### src/rtl/core/pls_pkg.sv
// Shared types and constants for the positional list store.
// Used by pls_ctrl, pls_datapath and positional_list_store; depends on nothing.
package pls_pkg;

   localparam int OP_W       = 3;
   localparam int POS_W      = 6;
   localparam int VALUE_W    = 64;
   localparam int STATUS_W   = 2;
   localparam int LENGTH_W   = 7;
   localparam int REQ_DATA_W = 80;
   localparam int RSP_DATA_W = 80;

   typedef enum logic [OP_W-1:0] {
      OP_READ    = 3'd0,
      OP_APPEND  = 3'd1,
      OP_INSERT  = 3'd2,
      OP_DELETE  = 3'd3,
      OP_REPLACE = 3'd4,
      OP_CLEAR   = 3'd5
   } op_type;

   typedef enum logic [STATUS_W-1:0] {
      ST_DONE    = 2'd0,
      ST_ABSENT  = 2'd1,
      ST_FULL    = 2'd2,
      ST_NO_NEXT = 2'd3
   } status_type;

   typedef enum logic [2:0] {
      S_IDLE,
      S_DECODE,
      S_READ_WAIT,
      S_UP_TEST,
      S_UP_MOVE,
      S_DN_TEST,
      S_DN_MOVE,
      S_FINISH
   } state_type;

   typedef enum logic [1:0] {
      RD_NONE,
      RD_POS,
      RD_PREV,
      RD_NEXT
   } rd_sel_type;

   typedef enum logic [1:0] {
      WR_NONE,
      WR_TAIL,
      WR_AFTER,
      WR_MOVE
   } wr_sel_type;

   typedef enum logic [1:0] {
      CNT_HOLD,
      CNT_INC,
      CNT_DEC,
      CNT_CLR
   } cnt_op_type;

   typedef enum logic [2:0] {
      IDX_HOLD,
      IDX_COUNT,
      IDX_FIRST,
      IDX_DEC,
      IDX_INC
   } idx_op_type;

   typedef struct packed {
      logic       capture;
      logic       latch_status;
      logic       load_read;
      logic       rsp_load;
      rd_sel_type rd_sel;
      wr_sel_type wr_sel;
      cnt_op_type cnt_op;
      idx_op_type idx_op;
   } cmd_type;

   typedef struct packed {
      op_type op;
      logic   ok;
      logic   has_next;
      logic   more_up;
      logic   more_dn;
      logic   out_free;
   } stat_type;

endpackage

### src/rtl/core/pls_ctrl.sv
// Sequencer for the positional list store: decodes each request and steps the
// datapath through reads, entry moves and the result hand-off. Uses pls_pkg.
module pls_ctrl
   import pls_pkg::*;
(
   input  logic     clock,
   input  logic     reset,
   input  logic     req_tvalid,
   output logic     req_tready,
   input  stat_type stat,
   output cmd_type  cmd
);

   state_type state_ff;
   state_type state_in;

   always_ff @(posedge clock) begin
      if (reset) begin
         state_ff <= S_IDLE;
      end else begin
         state_ff <= state_in;
      end
   end

   // Next state.
   always_comb begin
      state_in = state_ff;
      unique case (state_ff)
         S_IDLE: begin
            if (req_tvalid) begin
               state_in = S_DECODE;
            end
         end
         S_DECODE: begin
            if (!stat.ok) begin
               state_in = S_FINISH;
            end else begin
               unique case (stat.op)
                  OP_READ:   state_in = S_READ_WAIT;
                  OP_INSERT: state_in = S_UP_TEST;
                  OP_DELETE: state_in = S_DN_TEST;
                  default:   state_in = S_FINISH;
               endcase
            end
         end
         S_READ_WAIT: state_in = S_FINISH;
         S_UP_TEST: begin
            state_in = stat.more_up ? S_UP_MOVE : S_FINISH;
         end
         S_UP_MOVE: state_in = S_UP_TEST;
         S_DN_TEST: begin
            state_in = stat.more_dn ? S_DN_MOVE : S_FINISH;
         end
         S_DN_MOVE: state_in = S_DN_TEST;
         S_FINISH: begin
            if (stat.out_free) begin
               state_in = S_IDLE;
            end
         end
         default: state_in = S_IDLE;
      endcase
   end

   // Commands to the datapath.
   always_comb begin
      cmd              = '0;
      cmd.rd_sel       = RD_NONE;
      cmd.wr_sel       = WR_NONE;
      cmd.cnt_op       = CNT_HOLD;
      cmd.idx_op       = IDX_HOLD;
      req_tready       = 1'b0;
      unique case (state_ff)
         S_IDLE: begin
            req_tready  = 1'b1;
            cmd.capture = req_tvalid;
         end
         S_DECODE: begin
            cmd.latch_status = 1'b1;
            if (stat.ok) begin
               unique case (stat.op)
                  OP_READ:   cmd.rd_sel = RD_POS;
                  OP_APPEND: begin
                     cmd.wr_sel = WR_TAIL;
                     cmd.cnt_op = CNT_INC;
                  end
                  OP_INSERT: cmd.idx_op = IDX_COUNT;
                  OP_DELETE: cmd.idx_op = IDX_FIRST;
                  OP_REPLACE: begin
                     if (stat.has_next) begin
                        cmd.wr_sel = WR_AFTER;
                     end else begin
                        cmd.wr_sel = WR_TAIL;
                        cmd.cnt_op = CNT_INC;
                     end
                  end
                  OP_CLEAR:  cmd.cnt_op = CNT_CLR;
                  default: ;
               endcase
            end
         end
         S_READ_WAIT: cmd.load_read = 1'b1;
         S_UP_TEST: begin
            if (stat.more_up) begin
               cmd.rd_sel = RD_PREV;
            end else begin
               // Every later entry has moved up: drop the new value in the gap.
               cmd.wr_sel = WR_AFTER;
               cmd.cnt_op = CNT_INC;
            end
         end
         S_UP_MOVE: begin
            cmd.wr_sel = WR_MOVE;
            cmd.idx_op = IDX_DEC;
         end
         S_DN_TEST: begin
            if (stat.more_dn) begin
               cmd.rd_sel = RD_NEXT;
            end else begin
               cmd.cnt_op = CNT_DEC;
            end
         end
         S_DN_MOVE: begin
            cmd.wr_sel = WR_MOVE;
            cmd.idx_op = IDX_INC;
         end
         S_FINISH: cmd.rsp_load = stat.out_free;
         default: ;
      endcase
   end

endmodule

### config.mk
export PLATFORM = sky130hd
export DESIGN_NAME = pls_ctrl
export DESIGN_NICKNAME = d
export VERILOG_FILES = /design/src/rtl/core/pls_pkg.sv /design/src/rtl/core/pls_ctrl.sv
export SDC_FILE = /design/constraint.sdc
export NUM_CORES = 1
export LEC_CHECK = 0
export BUFFER_PORTS_ARGS = -buffer_cell sky130_fd_sc_hd__buf_2
export CORE_AREA = 2 2 41 43
export DETAILED_ROUTE_END_ITERATION = 16
export DIE_AREA = 0 0 43 45
export PLACE_DENSITY = 0.57
export REMOVE_ABC_BUFFERS = 1
export SYNTH_ARGS = -nofsm -noshare
export SYNTH_HDL_FRONTEND = slang
export SYNTH_SLANG_ARGS = --single-unit
### constraint.sdc
create_clock -name clock -period 2.2 [get_ports clock]
set_input_delay 0.11 -clock clock [delete_from_list [all_inputs] [get_ports clock]]
set_output_delay 0.11 -clock clock [all_outputs]
set_load 0.02 [all_outputs]
* Word level (Yosys, flattened, before mapping)
Index checks and enable logic that the tools add are counted.
** Operators by class
- $add $sub $neg :: 0
- $mul :: 0
- Divide/modulo/power cells :: 0
- Order comparisons :: 0
- Eq/ne operators :: 14
- Shifts and indexed selects :: 0
- Muxes and demuxes :: 27
- Bitwise operators :: 0
- Reductions and logical operators :: 4
** Operators by type and width (count)
- $pmux W2 S3 :: 4
- $pmux W3 S8 :: 1
- $eq A3 B3 Y1 const B :: 6
- $pmux W3 S3 :: 2
- $eq A3 B2 Y1 const B :: 4
- $mux W2 :: 5
- $mux W3 :: 3
- $mux W1 :: 8
- $mux W8 :: 1
- $pmux W2 S2 :: 2
- $eq A3 B1 Y1 const B :: 2
- $logic_not A3 Y1 :: 2
- $mux W4 :: 1
- $ne A2 B2 Y1 const B :: 2
- $reduce_and A2 Y1 :: 1
- $reduce_or A2 Y1 :: 1
** Word-level totals
- Register bits after elaboration :: 3
- Latch bits :: 0
- Bits in writable memories :: 0
- ROM bits :: 0
- Input port bits :: 11
- Output and inout port bits :: 14
- Memories :: 0

* Depth between registers and ports, before layout
Gate-level depths: netlist of the first run.
- Depth after elaboration :: 4
- Gate-level depth with buffers :: 5

* Least setup slack after synthesis of the first run
Ideal clock, no wire load.
- Path kind :: register -> output
- From :: reg state_ff[1]
- To :: out cmd[6] (netlist bit)
- Data arrival time :: 1516 ps
- Data required time :: 2090 ps
- Setup slack :: 574 ps
- Cell stages (with the launch flop) :: 5
- Buffers on the path :: 1
- Cell sequence :: dfxtp_1 > clkbuf_1 > nor3b_2 > nand4_1 > a31oi_1
** RTL lines
- start: declaration :: RTL line pls_ctrl.sv:14 : state_type state_ff;
- start signal: assignment :: RTL line pls_ctrl.sv:21 : state_ff <= state_in;
- end: declaration :: RTL line pls_ctrl.sv:11 : output cmd_type cmd

==> results.sh, run 1 <==
export IMPL_setup_worst_path_start_class="flop"
export IMPL_worstPathRequired_ns=2.09
export IMPL_largest_reg_flops=3
export IMPL_ys_flop_type="dfxtp_1"
export IMPL_rrSetupSlack_ns=0.74
export IMPL_pwr_share_seq_pct=25.1
export IMPL_swShare_pct=45.46
export IMPL_die_w_um=43
export IMPL_coreArea_um2=1471
export IMPL_cp_max_fo=11
export IMPL_pre_cts_ws_ns=0.7609
export IMPL_cp_cell_sequence="nor3b_2, nand4_1, a31oi_1, buf_2"
export IMPL_regMostFlops="state_ff"
export IMPL_hold_buffers=0
export IMPL_numPortBuffers=24
export IMPL_cts_root_buf="clkbuf_4"
export IMPL_antennaDiodeCount=0
export IMPL_fin_worst_skew_ns=0.002521
export IMPL_hp_class="input port to flop"
export IMPL_powerDensity_nw_per_um2=704.3
export IMPL_vias=544
export IMPL_dieHeight_um=45
export IMPL_maxCapViolCount=0
export IMPL_avgViaCountPerCell=5.231
export IMPL_synthCells=64
export IMPL_synth_cell_type_count=31
export IMPL_synth_top_area_share_pct=13.95
export IMPL_gr_max_usage_layer="met2"
export IMPL_period_needed_ns=1.702
export IMPL_relSlewSlack_pct=70.59
export IMPL_period_share_pct=77.36
export IMPL_max_freq_mhz=587.6
export IMPL_reg2reg_from="state_ff[2]$_SDFFE_PP0P_"
export IMPL_area_growth_pct=33.14
export IMPL_ios=25
export IMPL_power_frac_comb_pct=50.6
export IMPL_drive_above_1_share_pct=36.36
export IMPL_startpoint="state_ff[0]$_SDFFE_PP0P_"
export IMPL_drcViolationCount=0
export IMPL_rows=14
export IMPL_cts_resized=0
export IMPL_hold_end="state_ff[1]$_SDFFE_PP0P_"
export IMPL_r2r_end="state_ff[0]$_SDFFE_PP0P_"
export IMPL_maxSlewViolCount=0
export IMPL_tritoncts="built"
export IMPL_reg2reg_depth=3
export IMPL_grt_overflow_total=0
export IMPL_fin_setup_tns_ns=0
export IMPL_routabilityCongestion=0.7722
export IMPL_syn_area_per_cell_um2=6.725
export IMPL_status="complete, no violations"
export IMPL_drtIter0Drc=11
export IMPL_dr_pass1_iters=4
export IMPL_hp_start="reset"
export IMPL_intPower_mw=0.2201
export IMPL_antenna_left=0
export IMPL_hold_path_depth=2
export IMPL_slowest_stage="dfxtp_1"
export IMPL_synth_common_cells="inv_1 (6), nor2b_1 (6), a21oi_1 (5), nand2_1 (5), o21ai_0 (4)"
export IMPL_grt_usage_pct=13.93
export IMPL_numCtsBuffers=3
export IMPL_ys_ff_latch=3
export IMPL_detail_route_wl_per_cell_um=11.36
export IMPL_worst_pin_slew_ns=0.4406
export IMPL_die_area_um2=1935
export IMPL_fillers=172
export IMPL_setup_viol=0
export IMPL_wl_um=1181
export IMPL_clk_pin_slew_ns=0.04
export IMPL_grt_max_degree=15
export IMPL_start_util_pct=29.25
export IMPL_setup_ws_ns=0.4980
export IMPL_top_regs="state_ff x3"
export IMPL_nets=101
export IMPL_cp_end_kind="output pin"
export IMPL_worst_ep_arrival_time_ns=1.59
export IMPL_clkPwrFrac_pct=24.3
export IMPL_slowest_delay_ns=0.50
export IMPL_clock_latency_ns=0.23
export IMPL_ys_seq_area_share_pct=13.95
export IMPL_clock_sinks=3
export IMPL_dpl_hpwl_um=916
export IMPL_grt_pass1_vias=472
export IMPL_async_flop_share_pct=0
export IMPL_synth_warnings=0
export IMPL_grt_pass1_wl_um=2063
export IMPL_use_met2_pct=20.61
export IMPL_ys_top_cells_by_area="dfxtp_1 (14%), nor2b_1 (8.7%), a21oi_1 (5.8%)"
export IMPL_rsz0062_at_grt="false"
export IMPL_peakVddDrop_mv=0.2605
export IMPL_met3_usage_pct=4.400
export IMPL_worstSetupPathType="flop to output pin"
export IMPL_synth_edf_count=0
export IMPL_antenna_found_initial=0
export IMPL_cts_buffer_depth=2
export IMPL_p_leak_nw=0.2746
export IMPL_yosysTopAreaCell="dfxtp_1"
export IMPL_hold_viol_final=0
export IMPL_netSwitchingPower_mw=0.1835
export IMPL_syn_area_um2=430.4
export IMPL_cts_setup_buffers=0
export IMPL_met1_usage_pct=18.93
export IMPL_htreeDepth=1
## logic make-up after synthesis
kind of cell / synth area share (%)
and+or+nand+nor: 40.41
AOI/OAI and AO/OA: 26.75
buffers and inverters: 10.75
DFF: 13.95
muxes: 5.232
adders and majority gates: 2.907
## power by group through the flow
stage	sequential, mW	combinational (mW)	clock (mW)
5_1_grt	0.108	0.224	0.108
2_1_floorplan	0.0928	0.144	0
6_report	0.101	0.204	0.0980
3_5_place_dp	0.102	0.204	0
4_1_cts	0.101	0.205	0.102
3_3_place_gp	0.101	0.204	0
## worst max-delay path, delay by kind of cell, from the launching register on
family,cells,cell delay (ns)
DFF,1,0.50
AOI/OAI and AO/OA,1,0.17
and+or+nand+nor,2,0.51
buffers and inverters,1,0.18
## layer usage
metal	up-vias	share of wire [%]
met5	-	0
met4	0	0
met3	0	9.3
met2	27	44
met1	238	46
li1	279	-
## metrics by stage
| step | hold slack [ns] | instances | utilization, % | power (mW) | area [µm²] |
|---|---|---|---|---|---|
| after floorplan | 0.1794 | 60 | - | 0.2366 | 406.6 |
| after global placement | 0.3281 | 100 | 37.16 | 0.3056 | 546.8 |
| after detailed placement | 0.3234 | 100 | 37.16 | 0.3056 | 546.8 |
| after CTS | 0.07811 | 104 | 38.95 | 0.4075 | 573.1 |
| after global routing | 0.07744 | 104 | 38.95 | 0.4401 | 573.1 |
| final | 0.08230 | 104 | 38.95 | 0.4036 | 573.1 |
## cell type report
class                           instances  area [µm²]  share of cell area [%]
Multi-Input combinational cell         51       324.1                   56.55
Sequential cell                         3       60.06                   10.48
Tap cell                               16       20.02                   3.493
Inverter                                6       22.52                   3.930
Clock buffer                            4       26.28                   4.585
Timing Repair Buffer                   24       120.1                   20.96
## how the worst max path moves through the flow
stage	slack [ns]	to
floorplan	0.61	cmd[6]
global placement	0.79	state_ff[0]$_SDFFE_PP0P_
detailed placement	0.76	state_ff[0]$_SDFFE_PP0P_
CTS	0.52	cmd[6]
global route	0.38	cmd[6]
finish	0.50	cmd[6]
## cells in the final DEF (no fill, tap or decap)
cell type | Yosys | layout
a211oi_1 | 1 | 1
a21o_1 | 1 | 1
a21oi_1 | 5 | 5
a2bb2oi_1 | 1 | 1
a31o_2 | 1 | 1
a31oi_1 | 3 | 3
and2_1 | 1 | 1
and2b_1 | 1 | 1
buf_2 | 1 | 24
clkbuf_1 | 2 | 1
clkbuf_4 | 0 | 3
dfxtp_1 | 3 | 3
ha_1 | 1 | 1
inv_1 | 6 | 6
mux2_2 | 2 | 2
nand2_1 | 5 | 5
nand2b_1 | 2 | 2
nand3_1 | 2 | 2
nand4_1 | 2 | 2
nand4b_1 | 1 | 1
nor2_1 | 3 | 3
nor2b_1 | 6 | 6
nor3_1 | 2 | 2
nor3b_2 | 1 | 1
nor4b_1 | 1 | 1
o211ai_1 | 1 | 1
o21ai_0 | 4 | 4
o21ai_1 | 1 | 1
o22ai_1 | 1 | 1
or3_1 | 1 | 1
or3b_4 | 1 | 1
(Power assumes the default switching activity.)
==> run 2: changes to the inputs <==
--- a/config.mk
+++ b/config.mk
@@ -9,7 +9,7 @@
 export CORE_AREA = 2 2 41 43
 export DETAILED_ROUTE_END_ITERATION = 16
 export DIE_AREA = 0 0 43 45
-export PLACE_DENSITY = 0.57
+export PLACE_DENSITY = 0.59
 export REMOVE_ABC_BUFFERS = 1
 export SYNTH_ARGS = -nofsm -noshare
 export SYNTH_HDL_FRONTEND = slang
==> constraint.sdc (replaced) <==
create_clock -name clock -period 1.5 [get_ports clock]
set_input_delay 0.075 -clock clock [delete_from_list [all_inputs] [get_ports clock]]
set_output_delay 0.075 -clock clock [all_outputs]
set_load 0.02 [all_outputs]
==> run 2 against run 1 <==
Effect of this change:
- clock-buffer cell count stayed put
- register-to-register slack worse by 0.48 ns
- clock power is 55% higher
- non-clock buffer count is 5 higher
- final cell count is 4.8% higher
- largest power group unchanged
- highest routed layer unchanged
==> results.sh, run 2 (synthesized netlist as in run 1, its figures left out) <==
export IMPL_status="complete, no violations"
export IMPL_nets=106
export IMPL_dr_pass1_iters=4
export IMPL_worst_ep_arrival_time_ns=1.36
export IMPL_start_util_pct=29.25
export IMPL_dpl_hpwl_um=977.1
export IMPL_rows=14
export IMPL_final_common_cell="buf_2"
export IMPL_stdcell_count=109
export IMPL_vias=560
export IMPL_dpl_cell_count=104
export IMPL_ios=25
export IMPL_fin_worst_skew_ns=0.005277
export IMPL_peakVddDrop_mv=0.4207
export IMPL_clock_sinks=3
export IMPL_max_freq_mhz=698.9
export IMPL_grt_max_degree=12
export IMPL_top_regs="state_ff x3"
export IMPL_die_area_um2=1935
export IMPL_regMostFlops="state_ff"
export IMPL_hp_class="input port to flop"
export IMPL_avgViaCountPerCell=5.138
export IMPL_hold_viol_final=0
export IMPL_worst_pin_slew_ns=0.2429
export IMPL_final_cell_mix="buf_2 (22), buf_4 (7), inv_1 (6), nor2b_1 (6)"
export IMPL_period_share_pct=95.39
export IMPL_tritoncts="built"
export IMPL_antenna_left=0
export IMPL_cts_buffer_depth=2
export IMPL_ff_latch_area_um2=65.06
export IMPL_period_needed_ns=1.431
export IMPL_drcViolationCount=0
export IMPL_post_dp_cell_area_um2=576.8
export IMPL_worstSetupPathType="flop to output pin"
export IMPL_clock_latency_ns=0.25
export IMPL_antennaDiodeCount=0
export IMPL_worstPathRequired_ns=1.42
export IMPL_setup_viol=0
export IMPL_p_leak_nw=0.3025
export IMPL_cp_end_kind="output pin"
export IMPL_detail_route_wl_per_cell_um=12.05
export IMPL_powerDensity_nw_per_um2=1054
export IMPL_multi_input_area_um2=335.3
export IMPL_die_w_um=43
export IMPL_htreeDepth=1
export IMPL_numCtsBuffers=3
export IMPL_final_util_pct=42.94
export IMPL_antenna_found_initial=0
export IMPL_maxSlewViolCount=0
export IMPL_fillers=167
export IMPL_drtIter0Drc=14
export IMPL_rsz0062_at_grt="true"
export IMPL_routabilityCongestion=0.8172
export IMPL_grt_pass1_vias=493
export IMPL_setup_worst_path_start_class="flop"
export IMPL_grt_overflow_total=0
export IMPL_hold_buffers=0
export IMPL_cts_root_buf="clkbuf_4"
export IMPL_relSlewSlack_pct=83.58
export IMPL_dieHeight_um=45
export IMPL_maxCapViolCount=0
export IMPL_fin_area_um2=631.9
export IMPL_clk_pin_slew_ns=0.04
export IMPL_wl_um=1313
export IMPL_largest_reg_flops=3
export IMPL_area_growth_pct=46.80
export IMPL_grt_pass1_wl_um=2152
export IMPL_drive_above_1_share_pct=43.01
export IMPL_grt_usage_pct=14.67
export IMPL_numPortBuffers=24
export IMPL_cp_max_fo=11
export IMPL_coreArea_um2=1471
[run 2: changes by cell type in the layout (fill, tap and decap cells not counted)]
cell and delta:
nor3_1 -1, dfxtp_2 +1, dfxtp_1 -2, buf_4 +7
buf_2 -2, nor3b_4 +1, nor3_2 +1, dfxtp_4 +1
nor3b_2 -1
[run 2: final timing paths]
kind | startpoint | endpoint | slack, ns | cells after the start
setup / recovery | state_ff[2]$_SDFFE_PP0P_ | cmd[5] | 0.07 | 4
hold / removal | reset | state_ff[2]$_SDFFE_PP0P_ | 0.02 | 2
setup reg to reg | state_ff[2]$_SDFFE_PP0P_ | state_ff[0]$_SDFFE_PP0P_ | 0.26 | 3
hold reg to reg | state_ff[0]$_SDFFE_PP0P_ | state_ff[0]$_SDFFE_PP0P_ | 0.63 | 2
[run 2: metal layers]
| layer | up-vias | global-route usage [%] | wire (µm) |
|---|---|---|---|
| met3 | 0 | 5.200 | 124 |
| met4 | 0 | 5.455 | 0 |
| met2 | 28 | 22.73 | 540 |
| met5 | - | 0 | 0 |
| met1 | 245 | 18.89 | 648 |
| li1 | 287 | - | - |
[run 2: stage by stage]
step | worst slack (ns) | TNS (ns) | hold WS (ns) | power [mW]
2_1_floorplan | -0.05555 | -0.09564 | 0.1444 | 0.3470
3_3_place_gp | 0.1583 | 0 | 0.2716 | 0.4746
3_5_place_dp | 0.1406 | 0 | 0.2794 | 0.4765
4_1_cts | 0.005080 | 0 | 0.01921 | 0.6459
5_1_grt | -0.004538 | -0.005904 | 0.01854 | 0.7151
6_report | 0.06922 | 0 | 0.01864 | 0.6661
[run 2: what timing repair did]
action | CTS | global route
setup buffers | 0 | 1
pin swaps | 0 | 3
endpoints found under the setup margin | 4 | 6
gates resized for setup | 2 | 5
[run 2: critical path, cell delays in order (launching register included)]
cell and delay (ns):
dfxtp_4 0.38, nor3b_4 0.27, o211ai_1 0.14, a21oi_1 0.17, buf_4 0.16
[run 2: cell type report]
class                      instances  share of cell area [%]
multi-input combinational         51                   53.07
timing repair buffer              29                   25.74
sequential                         3                   10.30
clock buffer                       4                   4.158
inverter                           6                   3.564
tap                               16                   3.168
[run 2: report_power, final]
group	leakage [nW]	switching (mW)	internal, mW
logic	0.262	0.214	0.168
registers	0.0258	0.0312	0.101
clock network	0.0150	0.0518	0.100
==> run 3: changes to the inputs <==
--- a/config.mk
+++ b/config.mk
@@ -9,7 +9,7 @@
 export CORE_AREA = 2 2 41 43
 export DETAILED_ROUTE_END_ITERATION = 16
 export DIE_AREA = 0 0 43 45
-export PLACE_DENSITY = 0.59
+export PLACE_DENSITY = 0.57
 export REMOVE_ABC_BUFFERS = 1
 export SYNTH_ARGS = -nofsm -noshare
 export SYNTH_HDL_FRONTEND = slang
==> constraint.sdc (replaced) <==
create_clock -name clock -period 1.4 [get_ports clock]
set_input_delay 0.07 -clock clock [delete_from_list [all_inputs] [get_ports clock]]
set_output_delay 0.07 -clock clock [all_outputs]
set_load 0.02 [all_outputs]
==> run 3 against run 2 <==
Effect of this change:
- the flow now finishes with violations (negative setup slack)
- routed wire length is 22% higher
- flip-flop and latch count stayed put
- setup slack worse by 0.12 ns
- die area stayed put
- power is 31% higher
- critical path depth stayed put
- first-iteration DRC count is 21% lower
- via count is 10% higher
- register-to-register slack worse by 0.20 ns
- clock-buffer cell count stayed put
- combinational power is 50% higher
==> results.sh, run 3 (synthesized netlist as in run 1, its figures left out) <==
export IMPL_avgViaCountPerCell=5.319
export IMPL_detail_route_wl_per_cell_um=13.78
export IMPL_powerDensity_nw_per_um2=1105
export IMPL_area_growth_pct=84.01
export IMPL_antenna_found_initial=0
export IMPL_worst_ep_arrival_time_ns=1.38
export IMPL_hold_viol_final=0
export IMPL_max_freq_mhz=688.0
export IMPL_hp_start="reset"
export IMPL_clk_pin_slew_ns=0.04
export IMPL_cp_cell_sequence="nor3b_4, o211ai_1, a21oi_1, buf_4"
export IMPL_dpl_cell_count=106
export IMPL_slowest_delay_ns=0.36
export IMPL_setup_worst_path_start_class="flop"
export IMPL_use_met2_pct=29.09
export IMPL_grt_max_degree=10
export IMPL_nets=113
export IMPL_drive_above_1_share_pct=60.00
export IMPL_htreeDepth=1
export IMPL_period_needed_ns=1.454
export IMPL_gr_max_usage_layer="met2"
export IMPL_holdWs_ns=0.02279
export IMPL_crit_buf_inv=1
export IMPL_die_w_um=43
export IMPL_dpl_hpwl_um=1072
export IMPL_grt_usage_pct=17.27
export IMPL_tritoncts="built"
export IMPL_fin_area_um2=792.0
export IMPL_setup_viol=3
export IMPL_rows=14
export IMPL_start_util_pct=29.25
export IMPL_vias=617
export IMPL_final_cell_mix="buf_4 (17), buf_2 (16), inv_1 (5)"
export IMPL_dieHeight_um=45
export IMPL_coreArea_um2=1471
export IMPL_dr_pass1_iters=4
export IMPL_drtIter0Drc=11
export IMPL_relSlewSlack_pct=81.23
export IMPL_startpoint="state_ff[0]$_SDFFE_PP0P_"
export IMPL_maxSlewViolCount=0
export IMPL_period_share_pct=103.8
export IMPL_rrSetupSlack_ns=0.06
export IMPL_fin_worst_skew_ns=0.006304
export IMPL_clock_sinks=3
export IMPL_slowest_stage="dfxtp_4"
export IMPL_wl_um=1598
export IMPL_grt_pass1_wl_um=2442
export IMPL_hold_end="state_ff[1]$_SDFFE_PP0P_"
export IMPL_cp_top_family="flip-flops"
export IMPL_die_area_um2=1935
export IMPL_setup_ws_ns=-0.05352
export IMPL_maxCapViolCount=0
export IMPL_hold_buffers=0
export IMPL_antennaDiodeCount=0
export IMPL_hold_path_depth=2
export IMPL_clock_latency_ns=0.24
export IMPL_routabilityCongestion=0.7602
export IMPL_final_common_cell="buf_4"
export IMPL_worstSetupPathType="flop to output pin"
export IMPL_grt_overflow_total=0
export IMPL_drcViolationCount=0
export IMPL_grt_pass1_vias=550
export IMPL_regMostFlops="state_ff"
export IMPL_violations="negative setup slack"
export IMPL_stdcell_count=116
export IMPL_cts_buffer_depth=2
export IMPL_pre_cts_ws_ns=0.06857
export IMPL_peakVddDrop_mv=0.4356
export IMPL_cp_end_kind="output pin"
export IMPL_p_leak_nw=0.3559
export IMPL_p_total_mw=0.8755
export IMPL_cts_root_buf="clkbuf_4"
export IMPL_rsz0062_at_grt="true"
export IMPL_post_dp_cell_area_um2=591.8
export IMPL_numCtsBuffers=3
export IMPL_antenna_left=0
export IMPL_largest_reg_flops=3
export IMPL_met3_usage_pct=5.600
export IMPL_hp_class="input port to flop"
export IMPL_r2r_end="state_ff[0]$_SDFFE_PP0P_"
export IMPL_top_regs="state_ff x3"
export IMPL_met1_usage_pct=19.85
export IMPL_cp_max_fo=5
export IMPL_worstPathRequired_ns=1.33
export IMPL_reg2reg_depth=4
export IMPL_ios=25
export IMPL_reg2reg_from="state_ff[2]$_SDFFE_PP0P_"
export IMPL_worst_pin_slew_ns=0.2813
export IMPL_status="finished, violations left"
export IMPL_numPortBuffers=24
run 3: cell type report:
class                      count  area, µm²
clock buffer                   4      26.28
fill                         160      679.4
inverter                       6      25.02
multi-input combinational     51      410.4
sequential                     3      68.82
tap                           16      20.02
timing repair buffer          36      241.5
run 3: repair_timing:
| item | 4_1_cts | 5_1_grt |
|---|---|---|
| pin swaps | 6 | 8 |
| buffers inserted | 3 | 3 |
| setup endpoints to repair | 9 | 11 |
| gates resized for setup | 11 | 25 |
run 3: how the worst max path moves through the flow:
stage	to	depth (start not counted)
after global placement	cmd[6]	4
after global routing	cmd[5]	4
final	cmd[5]	4
after CTS	cmd[5]	4
after detailed placement	state_ff[0]$_SDFFE_PP0P_	3
after floorplan	cmd[6]	3
run 3: through the flow:
stage / utilization [%] / TNS, ns
6_report: 53.83 / -0.1161
2_1_floorplan: - / -0.4273
5_1_grt: 53.83 / -0.4612
4_1_cts: 45.92 / -0.05472
3_3_place_gp: 40.22 / 0
3_5_place_dp: 40.22 / 0
run 3: worst register-to-register path, cell delays in order, from the launching register on:
cell     delay [ns]
dfxtp_4        0.37
buf_4          0.13
mux2_2         0.32
mux2_2         0.26
a31oi_1        0.16
run 3: where the power goes:
| part | internal (mW) | leakage (nW) | total, mW | switching (mW) |
|---|---|---|---|---|
| combinational | 0.272 | 0.314 | 0.573 | 0.301 |
| clock | 0.107 | 0.0150 | 0.162 | 0.0546 |
| sequential | 0.111 | 0.0264 | 0.140 | 0.0289 |
| total | 0.491 | 0.356 | 0.875 | 0.384 |
run 3: per-layer routing:
layer | vias up | share of wire [%] | routed length, µm
li1 | 302 | - | -
met1 | 284 | 40 | 647
met2 | 27 | 50 | 806
met3 | 4 | 7.3 | 117
met4 | 0 | 1.6 | 26
met5 | - | 0 | 0
